`src/kmp_pkg.sv`:
```
`timescale 1ns / 1ps
package kmp_pkg;

   localparam int PRICE_W  = 14;
   localparam int PROFIT_W = 20;
   localparam int CSR_W    = 7;
   localparam int SCORE_W  = 24;

   typedef logic signed [SCORE_W-1:0] score_type;

   // empty-slot marker, kept negative so it never wins a max
   localparam score_type NEG_SENTINEL = -score_type'(24'h3f3f3f);

   localparam logic [CSR_W-1:0] CSR_RESET_K = CSR_W'(2);

   typedef enum logic [1:0] {
      ST_RUN,
      ST_REDUCE,
      ST_RESULT
   } kmp_state_type;

   typedef struct packed {
      logic load;
      logic update;
      logic shift;
   } cell_ctl_type;

endpackage

```
`src/kmp_if.sv`:
```
`timescale 1ns / 1ps
interface kmp_req_if;
   import kmp_pkg::*;
   logic               valid;
   logic               ready;
   logic [PRICE_W-1:0] price;
   logic               last_day;
   modport source (output valid, output price, output last_day, input ready);
   modport sink   (input valid, input price, input last_day, output ready);
endinterface

interface kmp_rsp_if;
   import kmp_pkg::*;
   logic                valid;
   logic                ready;
   logic [PROFIT_W-1:0] best_profit;
   modport source (output valid, output best_profit, input ready);
   modport sink   (input valid, input best_profit, output ready);
endinterface

interface kmp_csr_if;
   import kmp_pkg::*;
   logic             valid;
   logic             ready;
   logic [CSR_W-1:0] max_transactions;
   modport source (output valid, output max_transactions, input ready);
   modport sink   (input valid, input max_transactions, output ready);
endinterface

```
`src/kmp_cell.sv`:
```
`timescale 1ns / 1ps
module kmp_cell (
   input  logic                         clock,
   input  kmp_pkg::cell_ctl_type        ctl,
   input  logic [kmp_pkg::PRICE_W-1:0]  price,
   input  kmp_pkg::score_type           hold_left,
   input  kmp_pkg::score_type           free_right,
   input  kmp_pkg::score_type           load_hold,
   input  kmp_pkg::score_type           load_free,
   output kmp_pkg::score_type           hold,
   output kmp_pkg::score_type           free
);
   import kmp_pkg::*;

   score_type hold_ff, hold_in;
   score_type free_ff, free_in;
   score_type p_ext;
   score_type sell_val;
   score_type buy_val;

   assign p_ext    = score_type'({{(SCORE_W-PRICE_W){1'b0}}, price});
   assign buy_val  = free_ff - p_ext;
   assign sell_val = hold_left + p_ext;

   always_comb begin
      hold_in = hold_ff;
      free_in = free_ff;
      if (ctl.load) begin
         hold_in = load_hold;
         free_in = load_free;
      end else if (ctl.update) begin
         hold_in = (buy_val > hold_ff) ? buy_val : hold_ff;
         free_in = (sell_val > free_ff) ? sell_val : free_ff;
      end else if (ctl.shift) begin
         // free scores march toward cell 0 for the final max
         free_in = free_right;
      end
   end

   always_ff @(posedge clock) begin
      hold_ff <= hold_in;
      free_ff <= free_in;
   end

   assign hold = hold_ff;
   assign free = free_ff;

endmodule

```
`src/kmp_ctrl.sv`:
```
`timescale 1ns / 1ps
module kmp_ctrl #(
   parameter int MAX_TRANS = 16
) (
   input  logic                  clock,
   input  logic                  reset,
   kmp_req_if.sink               req,
   kmp_rsp_if.source             rsp,
   kmp_csr_if.sink               csr,
   input  kmp_pkg::score_type    head_free,
   output kmp_pkg::cell_ctl_type ctl
);
   import kmp_pkg::*;

   localparam int CNT_W = $clog2(MAX_TRANS + 1);

   kmp_state_type    state_ff, state_in;
   logic             started_ff, started_in;
   logic [CSR_W-1:0] max_trans_ff;
   logic [CNT_W-1:0] cnt_ff, cnt_in;
   logic [CNT_W-1:0] kcap_ff, kcap_in;
   logic [CNT_W-1:0] kcap;
   score_type        best_ff, best_in;

   assign csr.ready = 1'b1;
   assign kcap = (max_trans_ff > CSR_W'(MAX_TRANS)) ? CNT_W'(MAX_TRANS)
                                                    : max_trans_ff[CNT_W-1:0];
   assign rsp.best_profit = best_ff[PROFIT_W-1:0];

   always_ff @(posedge clock) begin
      if (reset) begin
         max_trans_ff <= CSR_RESET_K;
      end else if (csr.valid && csr.ready) begin
         max_trans_ff <= csr.max_transactions;
      end
   end

   always_ff @(posedge clock) begin
      if (reset) begin
         state_ff   <= ST_RUN;
         started_ff <= 1'b0;
      end else begin
         state_ff   <= state_in;
         started_ff <= started_in;
      end
   end

   always_ff @(posedge clock) begin
      cnt_ff  <= cnt_in;
      kcap_ff <= kcap_in;
      best_ff <= best_in;
   end

   always_comb begin
      state_in   = state_ff;
      started_in = started_ff;
      cnt_in     = cnt_ff;
      kcap_in    = kcap_ff;
      best_in    = best_ff;
      ctl        = '0;
      req.ready  = 1'b0;
      rsp.valid  = 1'b0;
      case (state_ff)
         ST_RUN: begin
            req.ready = 1'b1;
            if (req.valid) begin
               if (started_ff) begin
                  ctl.update = 1'b1;
               end else begin
                  ctl.load = 1'b1;
               end
               started_in = 1'b1;
               if (req.last_day) begin
                  started_in = 1'b0;
                  state_in   = ST_REDUCE;
                  cnt_in     = '0;
                  kcap_in    = kcap;
                  best_in    = '0;
               end
            end
         end
         ST_REDUCE: begin
            // one cell's free score reaches the head per cycle
            ctl.shift = 1'b1;
            if (head_free > best_ff) begin
               best_in = head_free;
            end
            cnt_in = cnt_ff + CNT_W'(1);
            if (cnt_ff == kcap_ff) begin
               state_in = ST_RESULT;
            end
         end
         ST_RESULT: begin
            rsp.valid = 1'b1;
            if (rsp.ready) begin
               state_in = ST_RUN;
            end
         end
         default: begin
            state_in = ST_RUN;
         end
      endcase
   end

   a_ctl_excl: assert property (@(posedge clock) disable iff (reset)
      $onehot0({ctl.load, ctl.update, ctl.shift}))
      else $error("cell controls overlap");

   a_last_blocks: assert property (@(posedge clock) disable iff (reset)
      (req.valid && req.ready && req.last_day) |=> !req.ready)
      else $error("input taken right after last price");

   a_best_nonneg: assert property (@(posedge clock) disable iff (reset)
      rsp.valid |-> (best_ff >= 0))
      else $error("negative profit offered");

   a_cnt_bound: assert property (@(posedge clock) disable iff (reset)
      (state_ff == ST_REDUCE) |-> (cnt_ff <= kcap_ff))
      else $error("reduction count past k");

   a_load_first: assert property (@(posedge clock) disable iff (reset)
      (req.valid && req.ready && req.last_day) |=> !started_ff)
      else $error("sequence still open after last price");

endmodule

```
`src/k_transaction_max_profit.sv`:
```
`timescale 1ns / 1ps
// Best profit from at most k buy-sell transactions over a price stream. Each
// price transfer updates a chain of MAX_TRANS+1 cells (one per completed
// transaction count) at once, so ordinary prices go at one per cycle. A price
// marked last_day is followed by a reduction in which the free scores of cells
// 0 to min(k, MAX_TRANS) shift down the chain into a running-max register;
// the result then waits in that register until the rsp transfer, and no new
// price is taken from the last price until then. k is max_transactions
// (reset 2), saturated to MAX_TRANS; the value held at the last price counts.
module k_transaction_max_profit #(
   parameter int MAX_TRANS = 16
) (
   input logic       clock,
   input logic       reset,
   kmp_req_if.sink   req_ch,
   kmp_rsp_if.source rsp_ch,
   kmp_csr_if.sink   csr_ch
);
   import kmp_pkg::*;

   localparam int NCELL = MAX_TRANS + 1;

   cell_ctl_type ctl;
   score_type    hold_v [NCELL];
   score_type    free_v [NCELL];

   kmp_ctrl #(.MAX_TRANS(MAX_TRANS)) u_ctrl (
      .clock     (clock),
      .reset     (reset),
      .req       (req_ch),
      .rsp       (rsp_ch),
      .csr       (csr_ch),
      .head_free (free_v[0]),
      .ctl       (ctl)
   );

   for (genvar j = 0; j < NCELL; j++) begin : g_cell
      score_type hold_left;
      score_type free_right;
      score_type load_hold;
      score_type load_free;

      if (j == 0) begin : g_head
         assign hold_left = NEG_SENTINEL;
         assign load_hold = -score_type'({{(SCORE_W-PRICE_W){1'b0}}, req_ch.price});
         assign load_free = '0;
      end else begin : g_body
         assign hold_left = hold_v[j-1];
         assign load_hold = NEG_SENTINEL;
         assign load_free = NEG_SENTINEL;
      end

      if (j == NCELL - 1) begin : g_tail
         assign free_right = NEG_SENTINEL;
      end else begin : g_mid
         assign free_right = free_v[j+1];
      end

      kmp_cell u_cell (
         .clock      (clock),
         .ctl        (ctl),
         .price      (req_ch.price),
         .hold_left  (hold_left),
         .free_right (free_right),
         .load_hold  (load_hold),
         .load_free  (load_free),
         .hold       (hold_v[j]),
         .free       (free_v[j])
      );
   end

endmodule
```
`src/flat_wrapper.sv`:
```
// flat-port wrapper written by rule: the top's interface ports become plain ports
module k_transaction_max_profit_flat import kmp_pkg::*;
#(
   parameter int MAX_TRANS = 16
)
  (clock, reset, req_ch_valid, req_ch_price, req_ch_last_day, req_ch_ready, rsp_ch_valid, rsp_ch_best_profit, rsp_ch_ready, csr_ch_valid, csr_ch_max_transactions, csr_ch_ready);
  kmp_req_if req_ch_i ();
  kmp_rsp_if rsp_ch_i ();
  kmp_csr_if csr_ch_i ();
  input logic clock;
  input logic reset;
  input wire logic [$bits(req_ch_i.valid)-1:0] req_ch_valid;
  input wire logic [$bits(req_ch_i.price)-1:0] req_ch_price;
  input wire logic [$bits(req_ch_i.last_day)-1:0] req_ch_last_day;
  output wire logic [$bits(req_ch_i.ready)-1:0] req_ch_ready;
  output wire logic [$bits(rsp_ch_i.valid)-1:0] rsp_ch_valid;
  output wire logic [$bits(rsp_ch_i.best_profit)-1:0] rsp_ch_best_profit;
  input wire logic [$bits(rsp_ch_i.ready)-1:0] rsp_ch_ready;
  input wire logic [$bits(csr_ch_i.valid)-1:0] csr_ch_valid;
  input wire logic [$bits(csr_ch_i.max_transactions)-1:0] csr_ch_max_transactions;
  output wire logic [$bits(csr_ch_i.ready)-1:0] csr_ch_ready;
  assign req_ch_i.valid = req_ch_valid;
  assign req_ch_i.price = req_ch_price;
  assign req_ch_i.last_day = req_ch_last_day;
  assign req_ch_ready = req_ch_i.ready;
  assign rsp_ch_valid = rsp_ch_i.valid;
  assign rsp_ch_best_profit = rsp_ch_i.best_profit;
  assign rsp_ch_i.ready = rsp_ch_ready;
  assign csr_ch_i.valid = csr_ch_valid;
  assign csr_ch_i.max_transactions = csr_ch_max_transactions;
  assign csr_ch_ready = csr_ch_i.ready;
  k_transaction_max_profit #(.MAX_TRANS(MAX_TRANS)) u_core (.clock(clock), .reset(reset), .req_ch(req_ch_i), .rsp_ch(rsp_ch_i), .csr_ch(csr_ch_i));
endmodule
```
`config.mk`:
```
export PLATFORM = sky130hd
export DESIGN_NAME = k_transaction_max_profit_flat
export DESIGN_NICKNAME = d
export VERILOG_FILES = /design/src/kmp_pkg.sv /design/src/kmp_if.sv /design/src/kmp_cell.sv /design/src/kmp_ctrl.sv /design/src/k_transaction_max_profit.sv /design/src/flat_wrapper.sv
export SDC_FILE = /design/constraint.sdc
export NUM_CORES = 2
export LEC_CHECK = 0
export BUFFER_PORTS_ARGS = -buffer_cell sky130_fd_sc_hd__buf_2
export CORE_MARGIN = 2
export CORE_UTILIZATION = 55
export CTS_BUF_LIST = sky130_fd_sc_hd__clkbuf_2
export CTS_CLUSTER_SIZE = 8
export DETAILED_ROUTE_END_ITERATION = 16
export PLACE_DENSITY_LB_ADDON = 0.12
export RECOVER_POWER = 100
export SETUP_SLACK_MARGIN = 0.4
export SLEW_MARGIN = 20
export SYNTH_ARGS = -nofsm -noshare
export SYNTH_HDL_FRONTEND = slang
export SYNTH_SLANG_ARGS = --single-unit
```
`constraint.sdc`:
```
create_clock -name clock -period 9.1 [get_ports clock]
set_input_delay 0.455 -clock clock [delete_from_list [all_inputs] [get_ports clock]]
set_output_delay 0.455 -clock clock [all_outputs]
set_load 0.005 [all_outputs]
```
==> impl_metrics.sql <==
INSERT INTO impl_metrics (metric_group, metric, value, unit) VALUES
('synth', 'netlist.area_leader.share', '20.43', '%'),
('status', 'run_status', 'finished, violations left', ''),
('grt', 'first_global_vias', '71340', ''),
('detailed_routing', 'drt-wirelength-per-cell', '21.68', 'um'),
('floorplanning', 'core_region_area', '139400', 'um2'),
('sta', 'min_period_over_period', '84.17', '%'),
('setup_path', 'endpoint_kind', 'flip-flop', ''),
('placed_design', 'finalWeightedCongestion', '0.9225', ''),
('placed_design', 'detailed_place_hpwl', '192800', 'um'),
('setup_path', 'cp_slowest_cell', 'clkbuf_1', ''),
('detailed_routing', 'route.detailed.drc', '0', ''),
('synth', 'synth_top_area_cell', 'ha_1', ''),
('setup_path', 'critical_path.reg2reg.startpoint', 'u_core.u_ctrl.state_ff[1]', ''),
('setup_path', 'timing.critical_path.arrival', '9.24', 'ns'),
('setup_path', 'critPathMaxFanout', '135', ''),
('cts', 'cts_max_level', '5', ''),
('floorplanning', 'die_w', '378.6', 'um'),
('synth', 'synth.most_common_cell', 'ha_1', ''),
('min_path', 'timing.hold.worst.start', 'reset', ''),
('synth', 'synth_seq_cells', '836', ''),
('detailed_routing', 'dr.first_iter.drc_count', '5619', ''),
('sta', 'drv_slew', '836', ''),
('grt', 'grt_max_degree', '136', ''),
('setup_path', 'crit_path_max_incr_delay', '2.11', 'ns'),
('synth', 'synth_enable_flop_cells', '58', ''),
('sta', 'rsz_0062_raised_after_global_routing', 'no', ''),
('status', 'violated_checks', 'capacitance limit, slew limit', ''),
('setup_path', 'path_class', 'flip-flop to flip-flop', ''),
('synth', 'synth_compound_gate_area_share', '22.37', '%'),
('setup_path', 'critical_path_required', '10.68', 'ns'),
('detailed_routing', 'postRouteAntennaNets', '0', ''),
('flow_run', 'timing.max_cap.violations', '18', ''),
('sta', 'maxSlewHeadroom', '-131.3', '%'),
('layout', 'final_core_utilization', '58.73', '%'),
('setup_path', 'setup.reg_to_reg.worst_slack', '1.44', 'ns'),
('pwr', 'worst_ir_drop_vdd', '0.1565', 'mV'),
('synth', 'largest_family_of_logic_cells_by_synthesized_area', 'compound AO/OA/AOI/OAI gates', ''),
('detailed_routing', 'vias', '73680', ''),
('synth', 'synth_flop_cell', 'dfxtp_1', ''),
('synth', 'post_synth_inst_count', '9706', ''),
('floorplanning', 'area_of_the_die', '143300', 'um2'),
('grt', 'grt_first_pass_wirelength', '398200', 'um'),
('synth', 'synth_area', '77180', 'um2'),
('sta', 'fin_skew', '0.1580', 'ns'),
('cts', 'cts-buffers-inserted', '275', ''),
('cts', 'cts_hold_repair.buffers', '60', ''),
('min_path', 'min_delay_path_depth', '4', ''),
('synth', 'yosys.area_share.simple', '16.51', '%'),
('grt', 'global_route_total_overflow', '0', ''),
('sta', 'max_fclk', '130.6', 'MHz'),
('layout', 'nNetsFinal', '11190', ''),
('sta', 'worst_slew_pin_slew', '3.469', 'ns'),
('detailed_routing', 'dr.pass1.iters', '9', ''),
('grt', 'grtUsageTotal', '35.24', '%'),
('sta', 'finalWorstPathRequiredPeriod', '7.659', 'ns'),
('cts', 'tritoncts', 'done', ''),
('sta', 'final-setup-viol-count', '0', ''),
('floorplanning', 'die_y', '378.6', 'um'),
('cts', 'worst_skew_pair.late_latency', '1.73', 'ns'),
('pwr', 'power', '23.55', 'mW'),
('synth', 'synth-async-reset-ratio', '0', '%'),
('layout', 'synthToLayoutAreaGrowth', '6.044', '%'),
('detailed_routing', 'vias_per_cell', '6.188', ''),
('detailed_routing', 'totalWireLength', '258200', 'um'),
('synth', 'synthTopCellsByCount', 'ha_1 (1260), inv_1 (976), nor2_1 (950), dfxtp_1 (778), a21oi_1 (714)', ''),
('sta', 'timing.final.ws_setup', '1.441', 'ns'),
('synth', 'synthAdderAreaFrac', '21.26', '%'),
('floorplanning', 'effective_utilization_at_floorplan', '55.38', '%'),
('pwr', 'cellLeakagePower', '37.01', 'nW'),
('setup_path', 'worst_r2r_endpoint', 'u_core.g_cell[3].u_cell.free[13]', ''),
('cts', 'post_cts.resized_instances', '0', '');
==> how the worst max path moves through the flow <==
stage	start	to	cells after the start
2_1_floorplan	req_ch_price[1]	u_core.g_cell[6].u_cell.hold[23]	21
3_3_place_gp	req_ch_price[4]	u_core.g_cell[4].u_cell.hold[15]	21
3_5_place_dp	req_ch_price[4]	u_core.g_cell[4].u_cell.hold[15]	21
4_1_cts	req_ch_price[4]	u_core.g_cell[4].u_cell.hold[16]	22
5_1_grt	u_core.u_ctrl.state_ff[1]	u_core.g_cell[9].u_cell.free[0]	7
6_report	u_core.u_ctrl.state_ff[1]	u_core.g_cell[3].u_cell.free[13]	8
==> flip-flops by register name (all words and copies together), names as in the netlist <==
name                        flops
u_core.g_cell.u_cell.free     408
u_core.u_ctrl.started_ff        1
u_core.u_ctrl.best_ff          24
u_core.u_ctrl.state_ff          2
u_core.u_ctrl.cnt_ff            5
u_core.u_ctrl.kcap_ff           5
u_core.u_ctrl.max_trans_ff      7
u_core.g_cell.u_cell.hold     384
==> tightest hold or removal path: stages <==
cell,delay (ns)
dlygate4sd3_1,0.52
buf_2,0.22
nor2_1,0.07
dlygate4sd3_1,0.54
==> layer usage <==
layer / vias to the layer above / GRT usage, % / share of wire [%]
li1: 35430 / - / -
met1: 35040 / 44.17 / 42
met2: 2506 / 58.47 / 46
met3: 706 / 4.866 / 6.5
met4: 4 / 18.94 / 5.5
met5: - / 0 / 0.013
==> metrics by stage <==
step           cells  instance area [um2]  hold slack (ns)
3_5_place_dp   11410                79330           0.4595
5_1_grt        11910                81840           0.1316
6_report       11910                81850           0.2170
3_3_place_gp   11410                79330           0.4557
4_1_cts        11900                82080          0.05006
2_1_floorplan   9706                77180           0.4416
==> cells by family (layout without fill, tap and decap cells) <==
group	count (synthesis)	count (layout)
AOI/OAI and AO/OA	2610	2610
xor gates and xnor gates	665	665
adders and majority gates	1292	1292
buffers and inverters	1296	1612
DFF	836	836
muxes	258	258
other	1	10
and+or+nand+nor	2748	2748
==> area by class of cell <==
cell class | count | area, um2
tap | 1876 | 2347
multi-input combinational | 7574 | 54870
clock inverter | 56 | 264.0
fill | 13150 | 57510
antenna | 9 | 22.52
inverter | 977 | 3667
timing repair buffer | 203 | 1471
sequential | 836 | 17320
clock buffer | 376 | 1882
==> placed cells by master (no fill, tap or decap), types with 62 or more instances in the layout <==
cell      synthesis  layout
a21o_1          259     259
o21a_1          127     127
inv_1           976     966
nand2_1         648     646
xnor2_1         554     554
o22ai_1          63      63
a21oi_1         714     714
clkbuf_2          0     379
nand2b_1         63      63
a31oi_1          67      67
buf_4            25      63
a211oi_1        202     203
o21ai_0         456     460
a221oi_1         70      70
or3_1            67      67
nand3_1         195     195
nand4_1         198     198
nor4_1           62      62
mux2i_1         238     237
nor2b_1         109     109
nor3_1          262     262
xor2_1          111     111
o221ai_1        106     106
dfxtp_1         778     777
nor2_1          950     950
ha_1           1260    1260
o211ai_1        112     112
==> where the power goes <==
group | leakage [nW] | total (mW) | internal [mW] | switching, mW
logic | 28.4 | 14.7 | 6.13 | 8.60
registers | 6.94 | 5.79 | 4.66 | 1.13
clock network | 1.69 | 3.03 | 1.15 | 1.88
total | 37.0 | 23.5 | 11.9 | 11.6
No activity file was read; power rests on OpenSTA's default activity.
